`config.mk`:
```
export PLATFORM = sky130hd
export DESIGN_NAME = night_color_temperature_schedule
export DESIGN_NICKNAME = d
export VERILOG_FILES = /design/src/rtl/core/ncts_pkg.sv /design/src/rtl/core/night_color_temperature_schedule.sv /design/src/rtl/core/ncts_front.sv /design/src/rtl/core/ncts_queue.sv /design/src/rtl/core/ncts_divider.sv /design/src/rtl/core/ncts_back.sv
export VERILOG_INCLUDE_DIRS = /design/src /design/src/rtl/core
export SDC_FILE = /design/constraint.sdc
export NUM_CORES = 2
export LEC_CHECK = 0
export BUFFER_PORTS_ARGS = -buffer_cell sky130_fd_sc_hd__buf_2
export CAP_MARGIN = 20
export CORE_ASPECT_RATIO = 0.9
export CORE_MARGIN = 2
export CORE_UTILIZATION = 35
export DETAILED_ROUTE_END_ITERATION = 12
export SLEW_MARGIN = 10
export SYNTH_ARGS = -nofsm -noshare
export SYNTH_HDL_FRONTEND = slang
export SYNTH_HIERARCHICAL = 1
export SYNTH_SLANG_ARGS = --single-unit
```
`constraint.sdc`:
```
create_clock -name i_clk -period 32.5 [get_ports i_clk]
set_input_delay 9.75 -clock i_clk [delete_from_list [all_inputs] [get_ports i_clk]]
set_output_delay 9.75 -clock i_clk [all_outputs]
set_load 0.01 [all_outputs]
```
`src/rtl/core/night_color_temperature_schedule_defines.svh`:
```
// ----------------------------------------------------------------------------
// Assertion macros for the night color temperature schedule
// Concurrent checks that fall away when SYNTHESIS is defined.
// ----------------------------------------------------------------------------
`ifndef NIGHT_COLOR_TEMPERATURE_SCHEDULE_DEFINES_SVH
`define NIGHT_COLOR_TEMPERATURE_SCHEDULE_DEFINES_SVH

`ifndef SYNTHESIS

// expr holds at every clock edge out of reset
`define NCTS_ASSERT_HOLDS(label, clk, rst_n, expr) \
    label: assert property (@(posedge clk) disable iff (!rst_n) (expr)) \
        else $error("ncts: invariant violated");

// cons holds in the cycle after ante
`define NCTS_ASSERT_NEXT(label, clk, rst_n, ante, cons) \
    label: assert property (@(posedge clk) disable iff (!rst_n) (ante) |=> (cons)) \
        else $error("ncts: next-cycle check violated");

`else

`define NCTS_ASSERT_HOLDS(label, clk, rst_n, expr)
`define NCTS_ASSERT_NEXT(label, clk, rst_n, ante, cons)

`endif

`endif

```
`src/rtl/core/ncts_pkg.sv`:
```
// ----------------------------------------------------------------------------
// Night color temperature schedule package
// Shared types, register codes and constants.
// ----------------------------------------------------------------------------
package ncts_pkg;

    localparam int TIME_W   = 17;
    localparam int KELVIN_W = 15;
    localparam int RAMP_W   = 16;
    localparam int FRAC_W   = 17;
    localparam int QUOT_W   = 16;
    localparam int DIST_W   = 18;

    localparam logic [TIME_W-1:0]        DAY_SECONDS = 17'd86400;
    localparam logic signed [DIST_W-1:0] DAY_S       = 18'sd86400;
    localparam logic signed [DIST_W-1:0] HALF_DAY_S  = 18'sd43200;
    localparam logic [FRAC_W-1:0]        Q_ONE       = 17'd65536;
    localparam logic [KELVIN_W-1:0]      DISABLED_KELVIN = 15'd6500;

    localparam logic [1:0] SUN_NORMAL      = 2'd0;
    localparam logic [1:0] SUN_POLAR_DAY   = 2'd1;
    localparam logic [1:0] SUN_POLAR_NIGHT = 2'd2;
    localparam logic [1:0] SUN_UNKNOWN     = 2'd3;

    localparam int DIV_STAGES = QUOT_W;

    localparam int QUEUE_AW    = 2;
    localparam int QUEUE_DEPTH = 1 << QUEUE_AW;

    localparam int REG_INDEX_W = 3;
    localparam int APB_AW      = REG_INDEX_W + 2;
    localparam int APB_DW      = 32;

    typedef enum logic [REG_INDEX_W-1:0] {
        REG_ENABLED,
        REG_MANUAL_MODE,
        REG_LOCATION_KNOWN,
        REG_FROM_TIME,
        REG_TO_TIME,
        REG_DAY_TEMPERATURE,
        REG_NIGHT_TEMPERATURE,
        REG_RAMP_SECONDS
    } t_reg_index;

    // How an item's fraction is produced. Before the last front step,
    // KIND_RAMP marks an item that follows the warm window.
    typedef enum logic [1:0] {
        KIND_NEUTRAL,
        KIND_ZERO,
        KIND_ONE,
        KIND_RAMP
    } t_kind;

    typedef struct packed {
        logic                  enabled;
        logic                  manual_mode;
        logic                  location_known;
        logic [TIME_W-1:0]     from_time;
        logic [TIME_W-1:0]     to_time;
        logic [KELVIN_W-1:0]   day_temperature;
        logic [KELVIN_W-1:0]   night_temperature;
        logic [RAMP_W-1:0]     ramp_seconds;
    } t_cfg;

    localparam t_cfg CFG_RESET = '{
        enabled:           1'b0,
        manual_mode:       1'b0,
        location_known:    1'b0,
        from_time:         17'd72000,
        to_time:           17'd21600,
        day_temperature:   15'd6500,
        night_temperature: 15'd4000,
        ramp_seconds:      16'd3600
    };

    typedef struct packed {
        logic [TIME_W-1:0] now_time;
        logic [1:0]        sun_condition;
        logic [TIME_W-1:0] sunrise_time;
        logic [TIME_W-1:0] sunset_time;
    } t_in_item;

    typedef struct packed {
        logic [KELVIN_W-1:0] kelvin_out;
        logic [FRAC_W-1:0]   warm_fraction;
    } t_out_item;

    // classified beat between front and back; num is the ramp numerator
    typedef struct packed {
        t_kind             kind;
        logic [TIME_W-1:0] num;
    } t_mid_item;

    typedef struct packed {
        t_kind             kind;
        logic [QUOT_W-1:0] quot;
    } t_div_result;

endpackage

```
`src/rtl/core/night_color_temperature_schedule.sv`:
```
// ----------------------------------------------------------------------------
// Night color temperature schedule
// Each beat carries the time of day, the sun condition and the sunrise and
// sunset times; each result beat carries the screen color temperature in
// kelvin and the warm fraction in Q1.16. The block takes one beat per clock
// while full is low and returns one result beat per clock as long as pop
// keeps up. On its way from push to the result ports a beat passes two front
// stages, the queue, the 16-stage ramp divider (one quotient bit per stage),
// the multiply stage and the result register. full rises when the four-entry
// queue is full and the second front stage holds a beat that cannot move on.
// Registers sit on the APB-style port at byte address 4*i: enabled,
// manual_mode, location_known, from_time, to_time, day_temperature,
// night_temperature, ramp_seconds. Write them only while no beat is in flight.
// ----------------------------------------------------------------------------
`include "night_color_temperature_schedule_defines.svh"

module night_color_temperature_schedule (
    input  logic                          i_clk,
    input  logic                          i_rst_n,
    // input queue side
    input  logic                          push,
    input  ncts_pkg::t_in_item            i_item,
    output logic                          full,
    // result queue side
    input  logic                          pop,
    output ncts_pkg::t_out_item           o_result,
    output logic                          empty,
    // configuration
    input  logic                          psel,
    input  logic                          penable,
    input  logic                          pwrite,
    input  logic [ncts_pkg::APB_AW-1:0]   paddr,
    input  logic [ncts_pkg::APB_DW-1:0]   pwdata,
    output logic [ncts_pkg::APB_DW-1:0]   prdata,
    output logic                          pready
);

    ncts_pkg::t_cfg        r_cfg;
    ncts_pkg::t_reg_index  reg_index;
    logic                  cfg_write;

    logic                  q_push;
    ncts_pkg::t_mid_item   q_item_in;
    logic                  q_full;
    logic                  q_pop;
    ncts_pkg::t_mid_item   q_item_out;
    logic                  q_empty;

    // ------------------------------------------------------------------
    // Configuration registers: write on the access phase, read anytime
    // ------------------------------------------------------------------
    assign pready    = 1'b1;
    assign reg_index = ncts_pkg::t_reg_index'(paddr[ncts_pkg::APB_AW-1:2]);
    assign cfg_write = psel && penable && pwrite && pready;

    always_ff @(posedge i_clk) begin
        if (!i_rst_n) begin
            r_cfg <= ncts_pkg::CFG_RESET;
        end else if (cfg_write) begin
            case (reg_index)
                ncts_pkg::REG_ENABLED:        r_cfg.enabled        <= pwdata[0];
                ncts_pkg::REG_MANUAL_MODE:    r_cfg.manual_mode    <= pwdata[0];
                ncts_pkg::REG_LOCATION_KNOWN: r_cfg.location_known <= pwdata[0];
                ncts_pkg::REG_FROM_TIME: begin
                    r_cfg.from_time <= pwdata[ncts_pkg::TIME_W-1:0];
                end
                ncts_pkg::REG_TO_TIME: begin
                    r_cfg.to_time <= pwdata[ncts_pkg::TIME_W-1:0];
                end
                ncts_pkg::REG_DAY_TEMPERATURE: begin
                    r_cfg.day_temperature <= pwdata[ncts_pkg::KELVIN_W-1:0];
                end
                ncts_pkg::REG_NIGHT_TEMPERATURE: begin
                    r_cfg.night_temperature <= pwdata[ncts_pkg::KELVIN_W-1:0];
                end
                ncts_pkg::REG_RAMP_SECONDS: begin
                    r_cfg.ramp_seconds <= pwdata[ncts_pkg::RAMP_W-1:0];
                end
                default: begin
                end
            endcase
        end
    end

    always_comb begin
        case (reg_index)
            ncts_pkg::REG_ENABLED:        prdata = ncts_pkg::APB_DW'(r_cfg.enabled);
            ncts_pkg::REG_MANUAL_MODE:    prdata = ncts_pkg::APB_DW'(r_cfg.manual_mode);
            ncts_pkg::REG_LOCATION_KNOWN: prdata = ncts_pkg::APB_DW'(r_cfg.location_known);
            ncts_pkg::REG_FROM_TIME:      prdata = ncts_pkg::APB_DW'(r_cfg.from_time);
            ncts_pkg::REG_TO_TIME:        prdata = ncts_pkg::APB_DW'(r_cfg.to_time);
            ncts_pkg::REG_DAY_TEMPERATURE: begin
                prdata = ncts_pkg::APB_DW'(r_cfg.day_temperature);
            end
            ncts_pkg::REG_NIGHT_TEMPERATURE: begin
                prdata = ncts_pkg::APB_DW'(r_cfg.night_temperature);
            end
            ncts_pkg::REG_RAMP_SECONDS:   prdata = ncts_pkg::APB_DW'(r_cfg.ramp_seconds);
            default:                      prdata = '0;
        endcase
    end

    // ------------------------------------------------------------------
    // Front: reduce times mod one day, measure distances to both window
    // ends, settle zero / one / neutral or hand a ramp numerator on
    // ------------------------------------------------------------------
    ncts_front u_front (
        .i_clk    (i_clk),
        .i_rst_n  (i_rst_n),
        .i_cfg    (r_cfg),
        .i_push   (push),
        .i_item   (i_item),
        .o_full   (full),
        .i_q_full (q_full),
        .o_q_push (q_push),
        .o_q_item (q_item_in)
    );

    // ------------------------------------------------------------------
    // Queue: lets the front keep taking beats while the back stalls
    // ------------------------------------------------------------------
    ncts_queue u_queue (
        .i_clk   (i_clk),
        .i_rst_n (i_rst_n),
        .i_push  (q_push),
        .i_item  (q_item_in),
        .o_full  (q_full),
        .i_pop   (q_pop),
        .o_item  (q_item_out),
        .o_empty (q_empty)
    );

    // ------------------------------------------------------------------
    // Back: divide the ramp numerator by the ramp length, interpolate
    // between day and night kelvin, hold the result beat for pop
    // ------------------------------------------------------------------
    ncts_back u_back (
        .i_clk     (i_clk),
        .i_rst_n   (i_rst_n),
        .i_cfg     (r_cfg),
        .i_q_empty (q_empty),
        .i_q_item  (q_item_out),
        .o_q_pop   (q_pop),
        .i_pop     (pop),
        .o_empty   (empty),
        .o_result  (o_result)
    );

    // ------------------------------------------------------------------
    // Checks on the front / queue / back hand-off
    // ------------------------------------------------------------------
    `NCTS_ASSERT_HOLDS(a_q_push_room, i_clk, i_rst_n, !(q_push && q_full))
    `NCTS_ASSERT_HOLDS(a_q_pop_data, i_clk, i_rst_n, !(q_pop && q_empty))
    `NCTS_ASSERT_HOLDS(a_q_full_not_empty, i_clk, i_rst_n, !(q_full && q_empty))
    `NCTS_ASSERT_NEXT(a_q_full_holds, i_clk, i_rst_n, q_full && !q_pop, q_full)

endmodule

```
`src/rtl/core/ncts_front.sv`:
```
// ----------------------------------------------------------------------------
// Night color temperature schedule: front
// Reduce times, measure distances to the window ends and classify each beat.
// ----------------------------------------------------------------------------
module ncts_front (
    input  logic                i_clk,
    input  logic                i_rst_n,
    input  ncts_pkg::t_cfg      i_cfg,
    input  logic                i_push,
    input  ncts_pkg::t_in_item  i_item,
    output logic                o_full,
    input  logic                i_q_full,
    output logic                o_q_push,
    output ncts_pkg::t_mid_item o_q_item
);

    function automatic logic [ncts_pkg::TIME_W-1:0] mod_day(
        input logic [ncts_pkg::TIME_W-1:0] v
    );
        return (v >= ncts_pkg::DAY_SECONDS) ? v - ncts_pkg::DAY_SECONDS : v;
    endfunction

    // signed distance from base to t, in half-seconds, in (-12 h, 12 h]
    function automatic logic signed [ncts_pkg::DIST_W-1:0] half_dist(
        input logic [ncts_pkg::TIME_W-1:0] t,
        input logic [ncts_pkg::TIME_W-1:0] base
    );
        logic signed [ncts_pkg::DIST_W-1:0] diff;
        logic signed [ncts_pkg::DIST_W-1:0] wrapped;
        diff = $signed({1'b0, t}) - $signed({1'b0, base});
        if (diff > ncts_pkg::HALF_DAY_S) begin
            wrapped = diff - ncts_pkg::DAY_S;
        end else if (diff <= -ncts_pkg::HALF_DAY_S) begin
            wrapped = diff + ncts_pkg::DAY_S;
        end else begin
            wrapped = diff;
        end
        return wrapped <<< 1;
    endfunction

    function automatic logic in_window(
        input logic [ncts_pkg::TIME_W-1:0] t,
        input logic [ncts_pkg::TIME_W-1:0] s,
        input logic [ncts_pkg::TIME_W-1:0] e
    );
        if (s == e) begin
            return 1'b0;
        end else if (s < e) begin
            return (t >= s) && (t < e);
        end else begin
            return (t >= s) || (t < e);
        end
    endfunction

    logic                            front_adv;

    // stage A: reduced times and coarse class
    logic                            r_a_valid;
    ncts_pkg::t_kind                 r_a_kind;
    logic [ncts_pkg::TIME_W-1:0]     r_a_t;
    logic [ncts_pkg::TIME_W-1:0]     r_a_s;
    logic [ncts_pkg::TIME_W-1:0]     r_a_e;
    ncts_pkg::t_kind                 n_a_kind;
    logic [ncts_pkg::TIME_W-1:0]     n_a_t;
    logic [ncts_pkg::TIME_W-1:0]     n_a_s;
    logic [ncts_pkg::TIME_W-1:0]     n_a_e;

    // stage B: distances to both ends and the hard window flag
    logic                            r_b_valid;
    ncts_pkg::t_kind                 r_b_kind;
    logic signed [ncts_pkg::DIST_W-1:0] r_b_ds;
    logic signed [ncts_pkg::DIST_W-1:0] r_b_de;
    logic                            r_b_win;

    // last step, into the queue
    logic [ncts_pkg::TIME_W-1:0]     ramp_h;
    logic [ncts_pkg::TIME_W-1:0]     abs_s;
    logic [ncts_pkg::TIME_W-1:0]     abs_e;
    logic                            near_s;
    logic                            near_e;
    logic signed [ncts_pkg::DIST_W:0] sum_s;
    logic signed [ncts_pkg::DIST_W:0] sum_e;

    assign front_adv = !r_b_valid || !i_q_full;
    assign o_full    = !front_adv;
    assign o_q_push  = r_b_valid && !i_q_full;

    always_comb begin
        n_a_t    = mod_day(i_item.now_time);
        n_a_s    = mod_day(i_item.sunset_time);
        n_a_e    = mod_day(i_item.sunrise_time);
        n_a_kind = ncts_pkg::KIND_RAMP;
        if (!i_cfg.enabled) begin
            n_a_kind = ncts_pkg::KIND_NEUTRAL;
        end else if (i_cfg.manual_mode) begin
            n_a_s = mod_day(i_cfg.from_time);
            n_a_e = mod_day(i_cfg.to_time);
        end else if (!i_cfg.location_known) begin
            n_a_kind = ncts_pkg::KIND_ZERO;
        end else begin
            case (i_item.sun_condition)
                ncts_pkg::SUN_NORMAL:      n_a_kind = ncts_pkg::KIND_RAMP;
                ncts_pkg::SUN_POLAR_NIGHT: n_a_kind = ncts_pkg::KIND_ONE;
                ncts_pkg::SUN_POLAR_DAY:   n_a_kind = ncts_pkg::KIND_ZERO;
                default:                   n_a_kind = ncts_pkg::KIND_ZERO;
            endcase
        end
    end

    always_ff @(posedge i_clk) begin
        if (!i_rst_n) begin
            r_a_valid <= 1'b0;
            r_b_valid <= 1'b0;
        end else if (front_adv) begin
            r_a_valid <= i_push;
            r_b_valid <= r_a_valid;
        end
    end

    always_ff @(posedge i_clk) begin
        if (front_adv) begin
            r_a_kind <= n_a_kind;
            r_a_t    <= n_a_t;
            r_a_s    <= n_a_s;
            r_a_e    <= n_a_e;
            r_b_kind <= r_a_kind;
            r_b_ds   <= half_dist(r_a_t, r_a_s);
            r_b_de   <= half_dist(r_a_t, r_a_e);
            r_b_win  <= in_window(r_a_t, r_a_s, r_a_e);
        end
    end

    // half ramp in half-seconds equals ramp_seconds
    always_comb begin
        ramp_h = {1'b0, i_cfg.ramp_seconds};
        abs_s  = r_b_ds[ncts_pkg::DIST_W-1] ? ncts_pkg::TIME_W'(-r_b_ds)
                                            : r_b_ds[ncts_pkg::TIME_W-1:0];
        abs_e  = r_b_de[ncts_pkg::DIST_W-1] ? ncts_pkg::TIME_W'(-r_b_de)
                                            : r_b_de[ncts_pkg::TIME_W-1:0];
        near_s = abs_s < ramp_h;
        near_e = abs_e < ramp_h;
        sum_s  = $signed({2'b00, ramp_h}) + $signed({r_b_ds[ncts_pkg::DIST_W-1], r_b_ds});
        sum_e  = $signed({2'b00, ramp_h}) - $signed({r_b_de[ncts_pkg::DIST_W-1], r_b_de});

        o_q_item.kind = r_b_kind;
        o_q_item.num  = '0;
        if (r_b_kind == ncts_pkg::KIND_RAMP) begin
            // follow the nearer end where both ramps cover the time
            if (near_s && (!near_e || abs_s <= abs_e)) begin
                o_q_item.num = sum_s[ncts_pkg::TIME_W-1:0];
            end else if (near_e) begin
                o_q_item.num = sum_e[ncts_pkg::TIME_W-1:0];
            end else begin
                o_q_item.kind = r_b_win ? ncts_pkg::KIND_ONE : ncts_pkg::KIND_ZERO;
            end
        end
    end

endmodule

```
`src/rtl/core/ncts_queue.sv`:
```
// ----------------------------------------------------------------------------
// Night color temperature schedule: queue
// Short first-in first-out buffer of classified beats.
// ----------------------------------------------------------------------------
module ncts_queue (
    input  logic                i_clk,
    input  logic                i_rst_n,
    input  logic                i_push,
    input  ncts_pkg::t_mid_item i_item,
    output logic                o_full,
    input  logic                i_pop,
    output ncts_pkg::t_mid_item o_item,
    output logic                o_empty
);

    ncts_pkg::t_mid_item             r_mem [ncts_pkg::QUEUE_DEPTH];
    logic [ncts_pkg::QUEUE_AW-1:0]   r_wr_ptr;
    logic [ncts_pkg::QUEUE_AW-1:0]   r_rd_ptr;
    logic [ncts_pkg::QUEUE_AW:0]     r_count;
    logic [ncts_pkg::QUEUE_AW:0]     n_count;

    assign o_full  = r_count == (ncts_pkg::QUEUE_AW + 1)'(ncts_pkg::QUEUE_DEPTH);
    assign o_empty = r_count == '0;
    assign o_item  = r_mem[r_rd_ptr];

    always_comb begin
        case ({i_push, i_pop})
            2'b10:   n_count = r_count + 1'b1;
            2'b01:   n_count = r_count - 1'b1;
            default: n_count = r_count;
        endcase
    end

    always_ff @(posedge i_clk) begin
        if (!i_rst_n) begin
            r_wr_ptr <= '0;
            r_rd_ptr <= '0;
            r_count  <= '0;
        end else begin
            if (i_push) begin
                r_wr_ptr <= r_wr_ptr + 1'b1;
            end
            if (i_pop) begin
                r_rd_ptr <= r_rd_ptr + 1'b1;
            end
            r_count <= n_count;
        end
    end

    always_ff @(posedge i_clk) begin
        if (i_push) begin
            r_mem[r_wr_ptr] <= i_item;
        end
    end

endmodule

```
`src/rtl/core/ncts_divider.sv`:
```
// ----------------------------------------------------------------------------
// Night color temperature schedule: ramp divider
// Pipelined restoring division, one quotient bit per stage.
// ----------------------------------------------------------------------------
module ncts_divider (
    input  logic                           i_clk,
    input  logic                           i_rst_n,
    input  logic                           i_advance,
    input  logic                           i_valid,
    input  ncts_pkg::t_mid_item            i_item,
    input  logic [ncts_pkg::RAMP_W-1:0]    i_ramp,
    output logic                           o_valid,
    output ncts_pkg::t_div_result          o_result
);

    // shift in one dividend bit, subtract when it fits; {quotient bit, rest}
    function automatic logic [ncts_pkg::TIME_W:0] div_step(
        input logic [ncts_pkg::TIME_W-1:0] rem,
        input logic                        low_bit,
        input logic [ncts_pkg::TIME_W:0]   divisor
    );
        logic [ncts_pkg::TIME_W:0] shifted;
        logic [ncts_pkg::TIME_W:0] trial;
        shifted = {rem, low_bit};
        trial   = shifted - divisor;
        if (shifted >= divisor) begin
            return {1'b1, trial[ncts_pkg::TIME_W-1:0]};
        end else begin
            return {1'b0, shifted[ncts_pkg::TIME_W-1:0]};
        end
    endfunction

    localparam int LAST = ncts_pkg::DIV_STAGES - 1;

    logic [ncts_pkg::TIME_W:0]       divisor;
    logic [ncts_pkg::TIME_W-1:0]     stage_rem  [ncts_pkg::DIV_STAGES];
    logic [ncts_pkg::QUOT_W-1:0]     stage_quot [ncts_pkg::DIV_STAGES];
    ncts_pkg::t_kind                 stage_kind [ncts_pkg::DIV_STAGES];
    logic [ncts_pkg::TIME_W:0]       n_step     [ncts_pkg::DIV_STAGES];
    logic [ncts_pkg::TIME_W-1:0]     r_rem      [ncts_pkg::DIV_STAGES];
    logic [ncts_pkg::QUOT_W-1:0]     r_quot     [ncts_pkg::DIV_STAGES];
    ncts_pkg::t_kind                 r_kind     [ncts_pkg::DIV_STAGES];
    logic [ncts_pkg::DIV_STAGES-1:0] r_valid;

    // the dividend is num * 2^16 + h over 2h; the low word is h itself
    assign divisor = {1'b0, i_ramp, 1'b0};

    always_comb begin
        stage_rem[0]  = i_item.num;
        stage_quot[0] = '0;
        stage_kind[0] = i_item.kind;
        for (int k = 1; k < ncts_pkg::DIV_STAGES; k++) begin
            stage_rem[k]  = r_rem[k-1];
            stage_quot[k] = r_quot[k-1];
            stage_kind[k] = r_kind[k-1];
        end
        for (int k = 0; k < ncts_pkg::DIV_STAGES; k++) begin
            n_step[k] = div_step(stage_rem[k], i_ramp[LAST-k], divisor);
        end
    end

    always_ff @(posedge i_clk) begin
        if (!i_rst_n) begin
            r_valid <= '0;
        end else if (i_advance) begin
            r_valid <= {r_valid[LAST-1:0], i_valid};
        end
    end

    always_ff @(posedge i_clk) begin
        if (i_advance) begin
            for (int k = 0; k < ncts_pkg::DIV_STAGES; k++) begin
                r_rem[k]  <= n_step[k][ncts_pkg::TIME_W-1:0];
                r_quot[k] <= {stage_quot[k][ncts_pkg::QUOT_W-2:0],
                              n_step[k][ncts_pkg::TIME_W]};
                r_kind[k] <= stage_kind[k];
            end
        end
    end

    assign o_valid       = r_valid[LAST];
    assign o_result.kind = r_kind[LAST];
    assign o_result.quot = r_quot[LAST];

endmodule

```
`src/rtl/core/ncts_back.sv`:
```
// ----------------------------------------------------------------------------
// Night color temperature schedule: back
// Divide the ramp, interpolate kelvin and hold the result beat.
// ----------------------------------------------------------------------------
module ncts_back (
    input  logic                i_clk,
    input  logic                i_rst_n,
    input  ncts_pkg::t_cfg      i_cfg,
    input  logic                i_q_empty,
    input  ncts_pkg::t_mid_item i_q_item,
    output logic                o_q_pop,
    input  logic                i_pop,
    output logic                o_empty,
    output ncts_pkg::t_out_item o_result
);

    localparam int PROD_W = 34;
    localparam logic signed [PROD_W-1:0] KELVIN_ROUND = 34'sd32768;

    logic                          back_adv;
    logic                          div_valid;
    ncts_pkg::t_div_result         div_result;

    logic [ncts_pkg::FRAC_W-1:0]   n_m_frac;
    logic signed [ncts_pkg::KELVIN_W:0] temp_gap;
    logic signed [PROD_W-1:0]      n_m_prod;
    logic                          r_m_valid;
    ncts_pkg::t_kind               r_m_kind;
    logic [ncts_pkg::FRAC_W-1:0]   r_m_frac;
    logic signed [PROD_W-1:0]      r_m_prod;

    logic signed [PROD_W-1:0]      acc;
    ncts_pkg::t_out_item           n_out;
    ncts_pkg::t_out_item           r_out;
    logic                          r_out_valid;

    // the whole pipe moves while the result register is free or being taken
    assign back_adv = !r_out_valid || i_pop;
    assign o_q_pop  = back_adv && !i_q_empty;

    ncts_divider u_divider (
        .i_clk     (i_clk),
        .i_rst_n   (i_rst_n),
        .i_advance (back_adv),
        .i_valid   (!i_q_empty),
        .i_item    (i_q_item),
        .i_ramp    (i_cfg.ramp_seconds),
        .o_valid   (div_valid),
        .o_result  (div_result)
    );

    always_comb begin
        case (div_result.kind)
            ncts_pkg::KIND_RAMP: n_m_frac = {1'b0, div_result.quot};
            ncts_pkg::KIND_ONE:  n_m_frac = ncts_pkg::Q_ONE;
            default:             n_m_frac = '0;
        endcase
        temp_gap = $signed({1'b0, i_cfg.night_temperature})
                 - $signed({1'b0, i_cfg.day_temperature});
        n_m_prod = $signed({1'b0, n_m_frac}) * temp_gap;
    end

    always_comb begin
        acc = $signed({3'b000, i_cfg.day_temperature, 16'h0000}) + r_m_prod + KELVIN_ROUND;
        n_out.warm_fraction = r_m_frac;
        if (r_m_kind == ncts_pkg::KIND_NEUTRAL) begin
            n_out.kelvin_out = ncts_pkg::DISABLED_KELVIN;
        end else begin
            n_out.kelvin_out = acc[30:16];
        end
    end

    always_ff @(posedge i_clk) begin
        if (!i_rst_n) begin
            r_m_valid   <= 1'b0;
            r_out_valid <= 1'b0;
        end else if (back_adv) begin
            r_m_valid   <= div_valid;
            r_out_valid <= r_m_valid;
        end
    end

    always_ff @(posedge i_clk) begin
        if (back_adv) begin
            r_m_kind <= div_result.kind;
            r_m_frac <= n_m_frac;
            r_m_prod <= n_m_prod;
            r_out    <= n_out;
        end
    end

    assign o_empty  = !r_out_valid;
    assign o_result = r_out;

endmodule

```
==> reports/metrics.cfg <==
[status]
status = finished, final reports clean

[worst_hold_path]
whs_path_depth = 0
min_from = u_back/u_divider/r_quot[1][40]
min_path_type = flip-flop to flip-flop
min_to = u_back/u_divider/r_quot[1][57]

[yosys]
synthXorXnorAreaFrac_pct = 5.448
yosysSeqAreaShare_pct = 38.18
synth_mux_area_share_pct = 5.577
syn_inst = 5555
synth.distinct_cells = 125
async_flop_share_pct = 0
ys_dominant_reg_cell = edfxtp_1
yosys_register_bits = 768
synth_compound_gate_area_share_pct = 13.55
synth_simple_gate_area_share_pct = 12.56
synth_top_family_by_area = adder cells
synth-edff-count = 656
postSynthAreaPerCell_um2 = 10.34
synth_warnings = 6
synthAdderAreaFrac_pct = 19.54
syn_area_mm2 = 0.05746

[sta]
setup_viol = 0
finalHoldViolCount = 0
fmax_mhz = 46.56
slew_headroom_pct = 24.63
finalMaxSlewViolations = 0
fin_crit_ps = 21480
rsz0062_at_grt = no
skew_ps = 29.69
worst_slack_ps = 11020
timing.final.crit_share_pct = 66.08
setup_tns_ps = 0
hold_slack_ps = 404.4
worst_pin_slew_ps = 1122

[cts]
clockBufferDepth = 3
htreeDepth = 3
cts_tree = built
holdBufCountCts = 0
postCtsSetupBuffers = 0
cts_resized = 0
clk_latency_ps = 690
cts_made_buffers = 85
clockRootBuffer = clkbuf_16
cts.clk_slew.worst_paths_ps = 60
clock-sinks = 768

[critical_path]
arrival_ps = 11730
worst_setup_path_end_kind = output port
cp.required_ps = 22750
r2r_start = r_cfg[32]
r2r_end = u_back/r_m_prod[30]
critPathMaxFanout = 31
reg2regPathDepth = 29
r2r_setup_slack_ps = 23650
crit_type = input pin to output port
cp-start-kind = input pin

[job]
maxCapViolCount = 0

[finish]
n_antenna_cell = 0
final_cells = 7888
layout_commonest_cell = edfxtp_1
seq_area_mm2 = 0.02194
multiInputGateArea_mm2 = 0.03271
nets = 6534
fillerInstances = 15890
layout-drive-gt1-share_pct = 9.786
area_growth_pct = 10.07
most-common-layout-cells = 656 x edfxtp_1, 573 x nand2_1, 541 x inv_1

[floorplanning]
die_width_um = 431.1
start_util_pct = 35.14
coreArea_mm2 = 0.1635
num_rows = 141
dieArea_mm2 = 0.1674
die_h_um = 388.4
num_io_pins = 164

[detailed_routing]
drt-total-wl_um = 142300
drtIter0Drc = 3088
ant_nets = 0
vias = 41470
first_pass_iters = 6
route.detailed.drc = 0
viasPerCell = 5.258
wl_per_cell_um = 18.04

[global_routing]
grt_pass1_vias = 41100
grt_max_degree = 199
antenna_found_initial = 1
grt_pass1_wl_um = 226300
grtUsageTotal_pct = 16.81
overflow = 0

[placed_design]
io_buffers = 130
gp_congestion = 0.8971
dp_cells = 7733
dp_hpwl_um = 104800
post-place-ws_ps = 11020

cell usage after synthesis, types with 25 or more instances:
master	instances	area [um2]
nand2_1	574	2155
nor2_1	367	1378
xor2_1	130	1139
and2_1	63	394.1
a21oi_1	292	1461
a211oi_1	40	300.3
edfxtp_1	656	19700
nand4_1	42	262.8
o31ai_1	36	270.3
nor3_1	71	355.3
mux2_2	108	1216
o211ai_1	31	232.7
a31oi_1	48	300.3
nand3_1	76	380.4
o21ai_0	298	1491
a21o_1	95	713.2
fa_1	229	4584
nor2b_1	90	563.0
and3_1	27	168.9
o21bai_1	25	187.7
dfxtp_1	112	2242
clkbuf_1	88	330.3
buf_4	44	330.3
xnor2_1	218	1909
or2_2	25	156.4
inv_1	542	2034
or3_1	32	200.2
nand2b_1	61	381.6
o21a_1	59	442.9
ha_1	530	6631
mux2i_1	109	1091
critical path, cell delays in order:
cell     delay, ps
buf_2          580
nand2_1        150
nor2_1         800
a22o_1         300
buf_2          140
area by class of cell:
type	instances	share of cell area (%)
clock buffers	103	3.504
clock inverters	49	0.8269
inverters	546	3.252
multi-input cells	4089	51.71
flip-flops and latches	768	34.69
well taps	2145	4.243
repair buffers	188	1.771
sequential cells by signal, indices dropped and copies added (netlist names), 2 cells and up, named ones only:
| signal | cells |
|---|---|
| r_cfg | 83 |
| u_front/r_a_kind | 2 |
| u_back/o_result | 32 |
| u_queue/r_wr_ptr | 2 |
| u_back/u_divider/r_valid | 16 |
| u_back/u_divider/r_rem | 255 |
| u_front/r_b_de | 17 |
| u_back/u_divider/r_quot | 136 |
| u_back/r_m_kind | 2 |
| u_front/r_b_ds | 17 |
| u_queue/r_count | 3 |
| u_front/r_b_kind | 2 |
| u_front/r_a_t | 17 |
| u_front/r_a_s | 17 |
| u_back/u_divider/r_kind | 32 |
| u_front/r_a_e | 17 |
| u_back/r_m_frac | 17 |
| u_back/r_m_prod | 16 |
| u_queue/r_mem | 76 |
| u_queue/r_rd_ptr | 2 |
logic make-up (layout without fill, tap and decap cells):
family / after synthesis / count (layout)
adder cells (fa/ha/maj): 760 / 760
buffers and inverters: 712 / 886
AND/OR/NAND/NOR: 1530 / 1530
AO/OA/AOI/OAI: 1173 / 1173
XOR/XNOR: 352 / 352
other: 2 / 16
multiplexers: 258 / 258
flip-flops: 768 / 768
worst max-delay path by stage:
| stage | start | end | slack (ps) | cells after the start |
|---|---|---|---|---|
| final | paddr[2] | prdata[11] | 11020 | 5 |
| after global routing | paddr[2] | prdata[11] | 10750 | 5 |
| after CTS | paddr[2] | prdata[5] | 11020 | 5 |
| after detailed placement | paddr[2] | prdata[11] | 11020 | 5 |
| after global placement | paddr[2] | prdata[9] | 11040 | 5 |
| after floorplan | pop | u_back/u_divider/r_valid[0] | 11720 | 6 |
per-stage QoR:
step	util, %	instance area, um2
after global routing	38.67	63250
after CTS	38.65	63210
after detailed placement	36.97	60470
after global placement	36.97	60470
after floorplan	-	57510
final	38.67	63250
metal layers:
layer	vias up	GRT usage (%)	part of all wire (%)	routed length (um)
met5	-	0	0	0
met4	0	4.102	2.1	2940
met3	169	2.503	4.8	6829
met2	962	27.56	46	66100
met1	20290	23.25	47	66440
li1	20050	-	-	-
Power is not shown: default switching activity piles up to over one toggle a cycle in this logic, so the estimate is an artifact.
